<file path="src/rtl/pcp_pkg.sv">
// Shared constants, types and tables for the parametric curve point generator.
// Used by pcp_phase, pcp_cordic, pcp_shape and parametric_curve_point.
package pcp_pkg;

  localparam int FRAC_BITS = 12;
  localparam int TRIG_ITER = 16;
  localparam int ATAN_N    = 24;

  // CORDIC works on 30 fraction bits; sine and cosine leave with FRAC_BITS
  localparam int CORD_W  = 32;
  localparam int RND_SH  = 30 - FRAC_BITS;
  localparam int TRIG_W  = FRAC_BITS + 2;
  localparam logic signed [CORD_W-1:0] CORDIC_X0 = 32'sd652032874;

  localparam logic [31:0] ATAN_TAB [ATAN_N] = '{
    32'd536870912, 32'd316933406, 32'd167458907, 32'd85004756, 32'd42667331,
    32'd21354465, 32'd10679838, 32'd5340245, 32'd2670163, 32'd1335087,
    32'd667544, 32'd333772, 32'd166886, 32'd83443, 32'd41722, 32'd20861,
    32'd10430, 32'd5215, 32'd2608, 32'd1304, 32'd652, 32'd326, 32'd163, 32'd81
  };

  // Phase in turns: the product is kept mod 2^(32 + PH_SH)
  localparam int T_W    = 18;
  localparam int PH_SH  = FRAC_BITS + 8;
  localparam int SUM_W  = 32 + PH_SH;
  localparam int LO_W   = 21;
  localparam int HI_W   = 20;
  localparam logic [63:0] K1  = 64'd174992710548;
  localparam logic [63:0] K2  = 2 * K1;
  localparam logic [63:0] K3  = 3 * K1;
  localparam logic [63:0] K11 = 11 * K1;
  localparam logic [HI_W-1:0] K1_HI  = HI_W'(K1 >> LO_W);
  localparam logic [LO_W-1:0] K1_LO  = LO_W'(K1);
  localparam logic [HI_W-1:0] K2_HI  = HI_W'(K2 >> LO_W);
  localparam logic [LO_W-1:0] K2_LO  = LO_W'(K2);
  localparam logic [HI_W-1:0] K3_HI  = HI_W'(K3 >> LO_W);
  localparam logic [LO_W-1:0] K3_LO  = LO_W'(K3);
  localparam logic [HI_W-1:0] K11_HI = HI_W'(K11 >> LO_W);
  localparam logic [LO_W-1:0] K11_LO = LO_W'(K11);

  // Remainder corrections for the fractional multipliers 11/6 and 2/3
  localparam logic [SUM_W-1:0] C11_TAB [6] = '{
    SUM_W'(0), SUM_W'(K11 / 6), SUM_W'((2 * K11) / 6), SUM_W'((3 * K11) / 6),
    SUM_W'((4 * K11) / 6), SUM_W'((5 * K11) / 6)
  };
  localparam logic [SUM_W-1:0] C23_TAB [3] = '{
    SUM_W'(0), SUM_W'(K2 / 3), SUM_W'((2 * K2) / 3)
  };

  // Reciprocals for t / 6 and t / 3, exact for t below 2^19
  localparam int RCP_SH = 20;
  localparam logic [17:0] RCP6 = 18'd174763;
  localparam logic [18:0] RCP3 = 19'd349526;

  // Reciprocal for m / 10, exact for m below 2^22
  localparam int RCP10_SH = 23;
  localparam logic [19:0] RCP10 = 20'd838861;

  localparam logic [3:0] SHAPE_ASTROID  = 4'd0;
  localparam logic [3:0] SHAPE_CYCLOID  = 4'd1;
  localparam logic [3:0] SHAPE_HUYGENS  = 4'd2;
  localparam logic [3:0] SHAPE_HYPO     = 4'd3;
  localparam logic [3:0] SHAPE_LINE     = 4'd4;
  localparam logic [3:0] SHAPE_CIRCLE   = 4'd5;
  localparam logic [3:0] SHAPE_ELLIPSE  = 4'd6;
  localparam logic [3:0] SHAPE_TROCHOID = 4'd7;
  localparam logic [3:0] SHAPE_STAR     = 4'd8;

  localparam logic [1:0] REG_SHAPE = 2'd0;
  localparam logic [1:0] REG_GAIN  = 2'd1;
  localparam logic [1:0] REG_CX    = 2'd2;
  localparam logic [1:0] REG_CY    = 2'd3;

  // Multiplier of t for the second trig lane
  typedef enum logic [1:0] {
    K_TWO, K_THREE, K_ELEVEN_SIXTH, K_TWO_THIRD
  } ksel_t;

  typedef enum logic [1:0] {
    DEN_ONE, DEN_TWO, DEN_TEN
  } den_t;

  typedef struct packed {
    logic signed [TRIG_W-1:0] c1;
    logic signed [TRIG_W-1:0] s1;
    logic signed [TRIG_W-1:0] c2;
    logic signed [TRIG_W-1:0] s2;
  } trig_t;

endpackage

</file>
<file path="src/rtl/pcp_phase.sv">
// Phase generator: turns t into two 32-bit phases in turns (k = 1 and k from ksel).
// Three register stages. Depends on pcp_pkg.
module pcp_phase (
  input  logic                        clk,
  input  logic                        rst,
  input  logic                        ce,
  input  logic                        in_valid,
  input  logic [pcp_pkg::T_W-1:0]     t,
  input  pcp_pkg::ksel_t              ksel,
  output logic                        out_valid,
  output logic [pcp_pkg::T_W-1:0]     t_out,
  output logic [31:0]                 phase1,
  output logic [31:0]                 phase2
);
  import pcp_pkg::*;

  logic [2:0]        vld;
  logic [T_W-1:0]    t1, t2;
  logic [15:0]       a6;
  logic [16:0]       a3;
  logic [37:0]       p6, p3;
  logic [T_W-1:0]    m6, m3;
  logic [2:0]        b6;
  logic [1:0]        b3;
  logic [T_W-1:0]    a_sel;
  logic [HI_W-1:0]   mhi;
  logic [LO_W-1:0]   mlo;
  logic [SUM_W-1:0]  c_sel, c2r;
  logic [37:0]       pp1h, pp2h;
  logic [38:0]       pp1l, pp2l;
  logic [SUM_W-1:0]  sum1, sum2;

  // Quotients t / 6 and t / 3 by reciprocal multiplication
  assign p6 = 38'(t) * 38'(RCP6);
  assign p3 = 38'(t) * 38'(RCP3);

  // Remainders, lane-two operand and correction
  always_comb begin
    m6 = T_W'(a6) * T_W'(6);
    m3 = T_W'(a3) * T_W'(3);
    b6 = 3'(t1 - m6);
    b3 = 2'(t1 - m3);
    a_sel = t1;
    mhi   = K2_HI;
    mlo   = K2_LO;
    c_sel = '0;
    case (ksel)
      K_THREE: begin
        mhi = K3_HI;
        mlo = K3_LO;
      end
      K_ELEVEN_SIXTH: begin
        a_sel = T_W'(a6);
        mhi   = K11_HI;
        mlo   = K11_LO;
        c_sel = (b6 < 3'd6) ? C11_TAB[b6] : '0;
      end
      K_TWO_THIRD: begin
        a_sel = T_W'(a3);
        c_sel = (b3 < 2'd3) ? C23_TAB[b3] : '0;
      end
      default: ;
    endcase
  end

  // Recombine partial products, keep bits of the turn
  assign sum1 = SUM_W'({pp1h, {LO_W{1'b0}}}) + SUM_W'(pp1l);
  assign sum2 = SUM_W'({pp2h, {LO_W{1'b0}}}) + SUM_W'(pp2l) + c2r;

  always_ff @(posedge clk) begin
    if (rst) begin
      vld <= '0;
    end else if (ce) begin
      vld <= {vld[1:0], in_valid};
    end
  end

  // Advance the datapath
  always_ff @(posedge clk) begin
    if (ce) begin
      t1     <= t;
      a6     <= p6[RCP_SH+15:RCP_SH];
      a3     <= p3[RCP_SH+16:RCP_SH];
      t2     <= t1;
      pp1h   <= 38'(t1) * 38'(K1_HI);
      pp1l   <= 39'(t1) * 39'(K1_LO);
      pp2h   <= 38'(a_sel) * 38'(mhi);
      pp2l   <= 39'(a_sel) * 39'(mlo);
      c2r    <= c_sel;
      t_out  <= t2;
      phase1 <= sum1[SUM_W-1:PH_SH];
      phase2 <= sum2[SUM_W-1:PH_SH];
    end
  end

  assign out_valid = vld[2];

endmodule

</file>
<file path="config.mk">
export PLATFORM = sky130hd
export DESIGN_NAME = pcp_phase
export DESIGN_NICKNAME = d
export VERILOG_FILES = /design/src/rtl/pcp_pkg.sv /design/src/rtl/pcp_phase.sv
export SDC_FILE = /design/constraint.sdc
export NUM_CORES = 2
export LEC_CHECK = 0
export BUFFER_PORTS_ARGS = -buffer_cell sky130_fd_sc_hd__buf_2
export CAP_MARGIN = 20
export CELL_PAD_IN_SITES_DETAIL_PLACEMENT = 1
export CELL_PAD_IN_SITES_GLOBAL_PLACEMENT = 2
export CORE_AREA = 3 3 323 325
export DETAILED_ROUTE_END_ITERATION = 7
export DIE_AREA = 0 0 326 328
export MAX_ROUTING_LAYER = met4
export PLACE_DENSITY_LB_ADDON = 0.12
export SLEW_MARGIN = 10
export SYNTH_ARGS = -nofsm -noshare
export SYNTH_HDL_FRONTEND = slang
export SYNTH_SLANG_ARGS = --single-unit
</file>
<file path="constraint.sdc">
create_clock -name clk -period 10.2 [get_ports clk]
set_input_delay 0.51 -clock clk [delete_from_list [all_inputs] [get_ports clk]]
set_output_delay 0.51 -clock clk [all_outputs]
set_load 0.005 [all_outputs]
</file>
; After elaboration in Yosys (flattened, before gate mapping)
; Memories as Yosys holds them, arrays and structs flattened.
; Cells that the tools add are included.
[classes]
addsub = 5
mul = 8
magnitude_cmp = 4
eq_ne = 3
muxes = 11
n_bitwise = 2
[ops]
columns = op, n
row1 = 52-bit 2-to-1 mux, 6
row2 = 52-bit binary-select mux with 2-bit select, 1
row3 = 52-bit case mux with 2 select lines, 1
row4 = 20-bit case mux with 2 select lines, 2
row5 = "18-bit by 18-bit multiplier with 36-bit output, second input constant", 2
row6 = 52-bit by 34-bit adder with 52-bit output, 1
row7 = 52-bit by 39-bit adder with 52-bit output, 1
row8 = 52-bit adder, 1
row9 = 18-bit by 21-bit multiplier with 39-bit output, 1
row10 = 18-bit case mux with 2 select lines, 1
row11 = "18-bit by 14-bit multiplier with 32-bit output, second input constant", 1
row12 = "18-bit by 17-bit multiplier with 31-bit output, second input constant", 1
row13 = 18-bit by 20-bit multiplier with 31-bit output, 1
row14 = "17-bit by 2-bit multiplier with 2-bit output, second input constant", 1
row15 = "16-bit by 2-bit multiplier with 2-bit output, second input constant", 1
row16 = "2-bit equality test, second input constant", 2
row17 = "4-bit >= comparator, second input constant", 1
row18 = 3-bit inverter with 4-bit output, 1
row19 = "3-bit >= comparator, second input constant", 1
row20 = "3-bit less-than comparator, second input constant", 1
row21 = 2-bit inverter with 3-bit output, 1
row22 = 3-bit subtractor, 1
row23 = "2-bit by 1-bit equality test with 1-bit output, second input constant", 1
row24 = "2-bit less-than comparator, second input constant", 1
row25 = 2-bit subtractor, 1
[word_totals]
ff_bits = 339
romBits = 416
word_cells = 47
mem_count = 1
[mem_list]
columns = name, words, width, read_ports, rd_ports_with_merged_regs, wr, line
row1 = (no name shown), 8, 52, 1, 0, 0, pcp_phase.sv:56  ; c_sel = (b6 < 3'd6) ? C11_TAB[b6] : '0;

; Logic depth before layout (Yosys ltp)
[depth]
word_depth = 8
mapped_depth = 33
mapped_depth_nobuf = 30

; Worst setup path after synthesis
; OpenSTA, ideal clock, no wires.
[synth_timing]
path_type = input to register
from = input ksel[0]
to = register pp2l[37] (data pin)
setup_ns = 0.258
arrival_ns = 7.754
t_required_ns = 9.942
slack_ns = 2.188
cell_stages = 30
path_cell_list = inv_1 -> ha_1 -> clkbuf_1 -> clkbuf_1 -> buf_1 -> a21oi_1 -> mux2i_1 -> inv_1 -> nor2_1 -> ha_1 -> fa_1 -> inv_1 -> fa_1 -> inv_1 -> fa_1 -> fa_1 -> inv_1 -> fa_1 -> inv_1 -> ha_1 -> a21o_1 -> a21o_1 -> a21o_1 -> and2_0 -> a31o_1 -> a311o_1 -> a211oi_2 -> o21ai_1 -> a31oi_1 -> xnor2_1
[synth_via]
elab_chain_cells = 3
[synth_lines]
columns = item, line
row1 = start: declaration, pcp_phase.sv:9  ; input pcp_pkg::ksel_t ksel,
row2 = 2-bit equality test / 2-bit by 1-bit equality test with 1-bit output (equally long branches), pcp_phase.sv:47  ; case (ksel)
row3 = 18-bit case mux with 2 select lines / 20-bit case mux with 2 select lines (equally long branches), pcp_phase.sv:47
row4 = 18-bit by 21-bit multiplier with 39-bit output (*), pcp_phase.sv:88  ; pp2l <= 39'(a_sel) * 39'(mlo);
row5 = end signal: assignment, pcp_phase.sv:88
row6 = end: declaration, pcp_phase.sv:30  ; logic [38:0] pp1l, pp2l;
; Every way passes the cells marked *; elsewhere a longest branch is shown, timed or not.
; A chain may end at the register's enable or synchronous reset.

; Worst setup path in the final report
[layout_timing]
from = input ksel[0]
to = register pp2h[29] (data pin)
[layout_via]
elab_chain_cells = 3
[layout_lines]
columns = item, line
row1 = 2-bit equality test / 2-bit by 1-bit equality test with 1-bit output (equally long branches), pcp_phase.sv:47
row2 = 18-bit case mux with 2 select lines / 20-bit case mux with 2 select lines (equally long branches), pcp_phase.sv:47
row3 = 18-bit by 20-bit multiplier with 31-bit output (*), pcp_phase.sv:87  ; pp2h <= 38'(a_sel) * 38'(mhi);
row4 = end signal: assignment, pcp_phase.sv:87
row5 = end: declaration, pcp_phase.sv:29  ; logic [37:0] pp1h, pp2h;
; Marked as above.

==> qor_table.md <==
| Stage | Metric | Reported |
| --- | --- | --- |
| placement | Final RePlAce weighted congestion | 0.946 |
| timing | Final-report max-slew violation count | 0 |
| global routing | Number of global-route vias before repair | 32100 |
| clock tree | Clock tree root driver cell | clkbuf_16 |
| timing | Total of endpoints with negative setup slack in the final report | 0 |
| logic synthesis | Flip-flop and latch count after synthesis | 283 |
| route | First drt pass iteration count | 5 |
| route | Met3 wirelength from detailed routing | 5350 µm |
| timing | Post-route fraction of the period consumed by the critical path | 82.7% |
| global routing | GRT Overall Usage | 24.8% |
| critical path | Data arrival time at the worst-slack endpoint | 8770 ps |
| logic synthesis | Post-synthesis cell type count | 77 |
| critical path | Type of origin of the critical path | input pin |
| timing | Count of final hold-check violations | 0 |
| route | Top routing layer used | met4 |
| critical path | Worst reg-to-reg setup slack | 1880 ps |
| timing | Peak Freq | 0.119 GHz |
| route | Met1 wire length | 59800 µm |
| timing | Unrepaired setup endpoints after global routing | no |
| global routing | Largest net degree at the start of global routing | 119 |
| logic synthesis | Number of instances in the synthesized netlist | 4224 |
| global routing | Number of antenna violations at the first check in global routing | 4 |
| route | Total via count after detailed routing | 29100 |
| clock tree | Clock-pin slew of the registers on the worst-case setup and hold paths | 60 ps |
| placement | Number of port buffers | 106 |
| timing | Normalized max-slew margin | 30.3% |
| clock tree | Clock Tree Buf Depth | 3 |
| clock tree | Number of levels in the clock H-tree | 2 |
| placement | Total instance count after detailed placement | 5712 |
| critical path | Data required, critical path | 10530 ps |
| timing | Sum of negative setup slack | 0 ps |
| logic synthesis | Mapped Area | 0.0446 mm² |
| timing | Final setup slack of the worst path | 1770 ps |
| logic synthesis | Per-instance average area after synthesis | 10.6 µm² |
| clock tree | # resized after CTS | 0 |
| route | Drt drc | 0 |
| clock tree | CTS Sinks | 283 |
| job | Max capacitance violation total | 0 |
| placement | DP HPWL | 109000 µm |
| layout | Count of fill cells added during filler insertion | 11200 |
| logic synthesis | Proportion of synthesized chip area in sequential cells | 19.0% |
| die | Die height | 328 µm |
| status | Status | finished clean |
| route | Post-detailed-routing wire length | 125000 µm |
| layout | Number of cells in the finished layout apart from fillers | 5777 |
| route | DR WL/cell | 21.6 µm |
| clock tree | Quantity of hold-fixing buffers added after cts | 0 |
| route | Amount of wire on met2 after detailed routing | 57300 µm |
| global routing | Total overflow reported by the global router | 0 |
| clock tree | Post-CTS Setup Inserts | 0 |
| route | First DRT Iteration DRCs | 1485 |
| layout | Final core utilization | 47.6% |
| logic synthesis | Number of synthesized flops with an enable pin | 280 |
| timing | Max Clock Skew | 26.0 ps |
| clock tree | CTS tree | done |
| die | Placeable core area | 0.102 mm² |
| timing | Final Critical Period | 8430 ps |
| layout | Final net count | 5875 |
| layout | Antenna diode count | 0 |
| die | Chip Width | 326 µm |
| logic synthesis | Syn. warnings | 0 |
| timing | Slew at the pin closest to its max-slew limit | 1050 ps |
| route | Final ANT Viol Nets | 0 |
| layout | Share of cells above drive strength 1 | 5.47% |
| clock tree | Clk Latency, worst-skew pair | 580 ps |
| global routing | Global-route wire length before repair | 194000 µm |
| worst hold path | Type of the worst min-delay path | in2reg |
| die | Starting utilization of the core area | 43.9% |
| layout | Area delta synth->final | 8.56% |
| logic synthesis | Prevailing post-synth register cell | edfxtp_1 |
| critical path | CP endpoint kind | flip-flop |
| die | DIE AREA | 0.107 mm² |
| die | Cell row count | 117 |
| critical path | Critical setup path kind | in2reg |
| route | Vias/cell | 5.04 |
| critical path | Max FO, Critical Path | 32 |
| logic synthesis | Synth async-reset ratio | 0% |
| placement | Worst setup slack after placement | 1140 ps |
| clock tree | TritonCTS buffer count | 36 |
| die | Top-Level Pins | 107 |
-- layer usage --
metal,up-vias,global-route usage [%]
met4,0,4.21
met2,515,39.0
li1,13500,-
met5,-,-
met1,15000,35.2
met3,109,3.11
-- cells by family (layout without fill, tap and decap cells) --
kind of cell | after synthesis | count (layout) | synth area share, %
AND/OR/NAND/NOR | 550 | 550 | 5.88
buffers and inverters | 1286 | 1467 | 10.8
multiplexers | 17 | 17 | 0.393
other | 2 | 6 | 0.0168
adder cells (fa/ha/maj) | 1469 | 1469 | 54.1
XOR/XNOR | 199 | 199 | 3.91
AO/OA/AOI/OAI | 418 | 418 | 5.94
flip-flops | 283 | 283 | 19.0
-- worst max-delay path: stages --
cell and delay (ps):
buf_2 120, inv_1 80, ha_2 560, buf_4 370, a21oi_1 100, mux2i_1 710, inv_1 320, nor2_1 620
fa_1 530, ha_1 290, inv_1 60, fa_1 550, inv_1 60, fa_1 500, fa_1 550, inv_1 60
fa_1 520, inv_1 40, ha_1 380, nand3_1 160, a211oi_1 550, o31ai_1 220, o21ai_0 360, nor2b_1 130
o21ai_0 170, a21oi_1 100, xnor2_1 120
-- Yosys cell counts, drive strengths merged (11+ instances only) --
master / number / area, µm²
a21o: 48 / 360
a21oi: 144 / 724
a31oi: 22 / 138
and2: 29 / 181
and3: 24 / 155
clkbuf: 27 / 101
edfxtp: 280 / 8410
fa: 765 / 15300
ha: 704 / 8810
inv: 1250 / 4690
mux2i: 16 / 164
nand2: 160 / 601
nand2b: 36 / 225
nand3: 42 / 210
nand4: 20 / 125
nor2: 149 / 562
nor2b: 29 / 181
nor3: 30 / 160
o211ai: 11 / 82.6
o21a: 32 / 240
o21ai: 81 / 405
o21bai: 16 / 120
xnor2: 147 / 1290
xor2: 52 / 455
-- final timing paths --
kind	from	endpoint	cells past startpoint
worst max-delay path	ksel[0]	pp2h[29]$_DFFE_PP_	27
worst max register to register	t1[10]$_DFFE_PP_	pp2h[29]$_DFFE_PP_	25
worst min register to register	t2[10]$_DFFE_PP_	t_out[10]$_DFFE_PP_	0
worst min-delay path	rst	vld[2]$_SDFFE_PP0P_	2
-- cell type report --
type / instances / area (µm²) / share of cell area, %
Inverter: 1253 / 4700 / 9.71
Multi-Input combinational cell: 2659 / 31400 / 64.7
Sequential cell: 283 / 8470 / 17.5
Tap cell: 1368 / 1710 / 3.53
Timing Repair Buffer: 149 / 876 / 1.81
Clock buffer: 38 / 951 / 1.96
Clock inverter: 27 / 377 / 0.777
-- metrics by stage --
step / instance area, µm² / hold slack [ps]
after CTS: 48400 / 80.4
after global routing: 48400 / 88.4
after detailed placement: 47100 / 406
after global placement: 47100 / 402
final: 48400 / 124
after floorplan: 44600 / 400
-- flip-flops by register name, summed over array words and instances (netlist names) --
| register | count |
|---|---|
| t_out | 18 |
| t1 | 18 |
| pp1h | 30 |
| t2 | 18 |
| phase2 | 32 |
| pp2h | 31 |
| pp2l | 36 |
| pp1l | 14 |
| vld | 3 |
| a3 | 1 |
| phase1 | 32 |
| a6 | 16 |
| c2r | 34 |
-- cell usage in the layout (no fill, tap or decap), drive strengths merged, types with 5 or more instances in the layout --
cell      Yosys  routed
or2          10      10
clkbuf       27      38
nand2       160     160
edfxtp      280     280
a31oi        22      22
nand2b       36      36
clkinvlp      0       6
nand3        42      42
a21boi        8       8
conb          2       6
and2         29      29
nand4        20      20
xor2         52      52
clkinv        3      13
a21oi       144     144
nor2b        29      29
nor3         30      30
and3         24      24
o21a         32      32
inv        1250    1253
o21ai        81      81
fa          765     765
a21o         48      48
bufinv        0       8
o211ai       11      11
buf           6     149
o31ai         7       7
xnor2       147     147
a211oi        7       7
nor2        149     149
o2111ai       5       5
mux2i        16      16
ha          704     704
o21bai       16      16
Power is not shown: default switching activity piles up to over one toggle a cycle in this logic, so the estimate is an artifact.
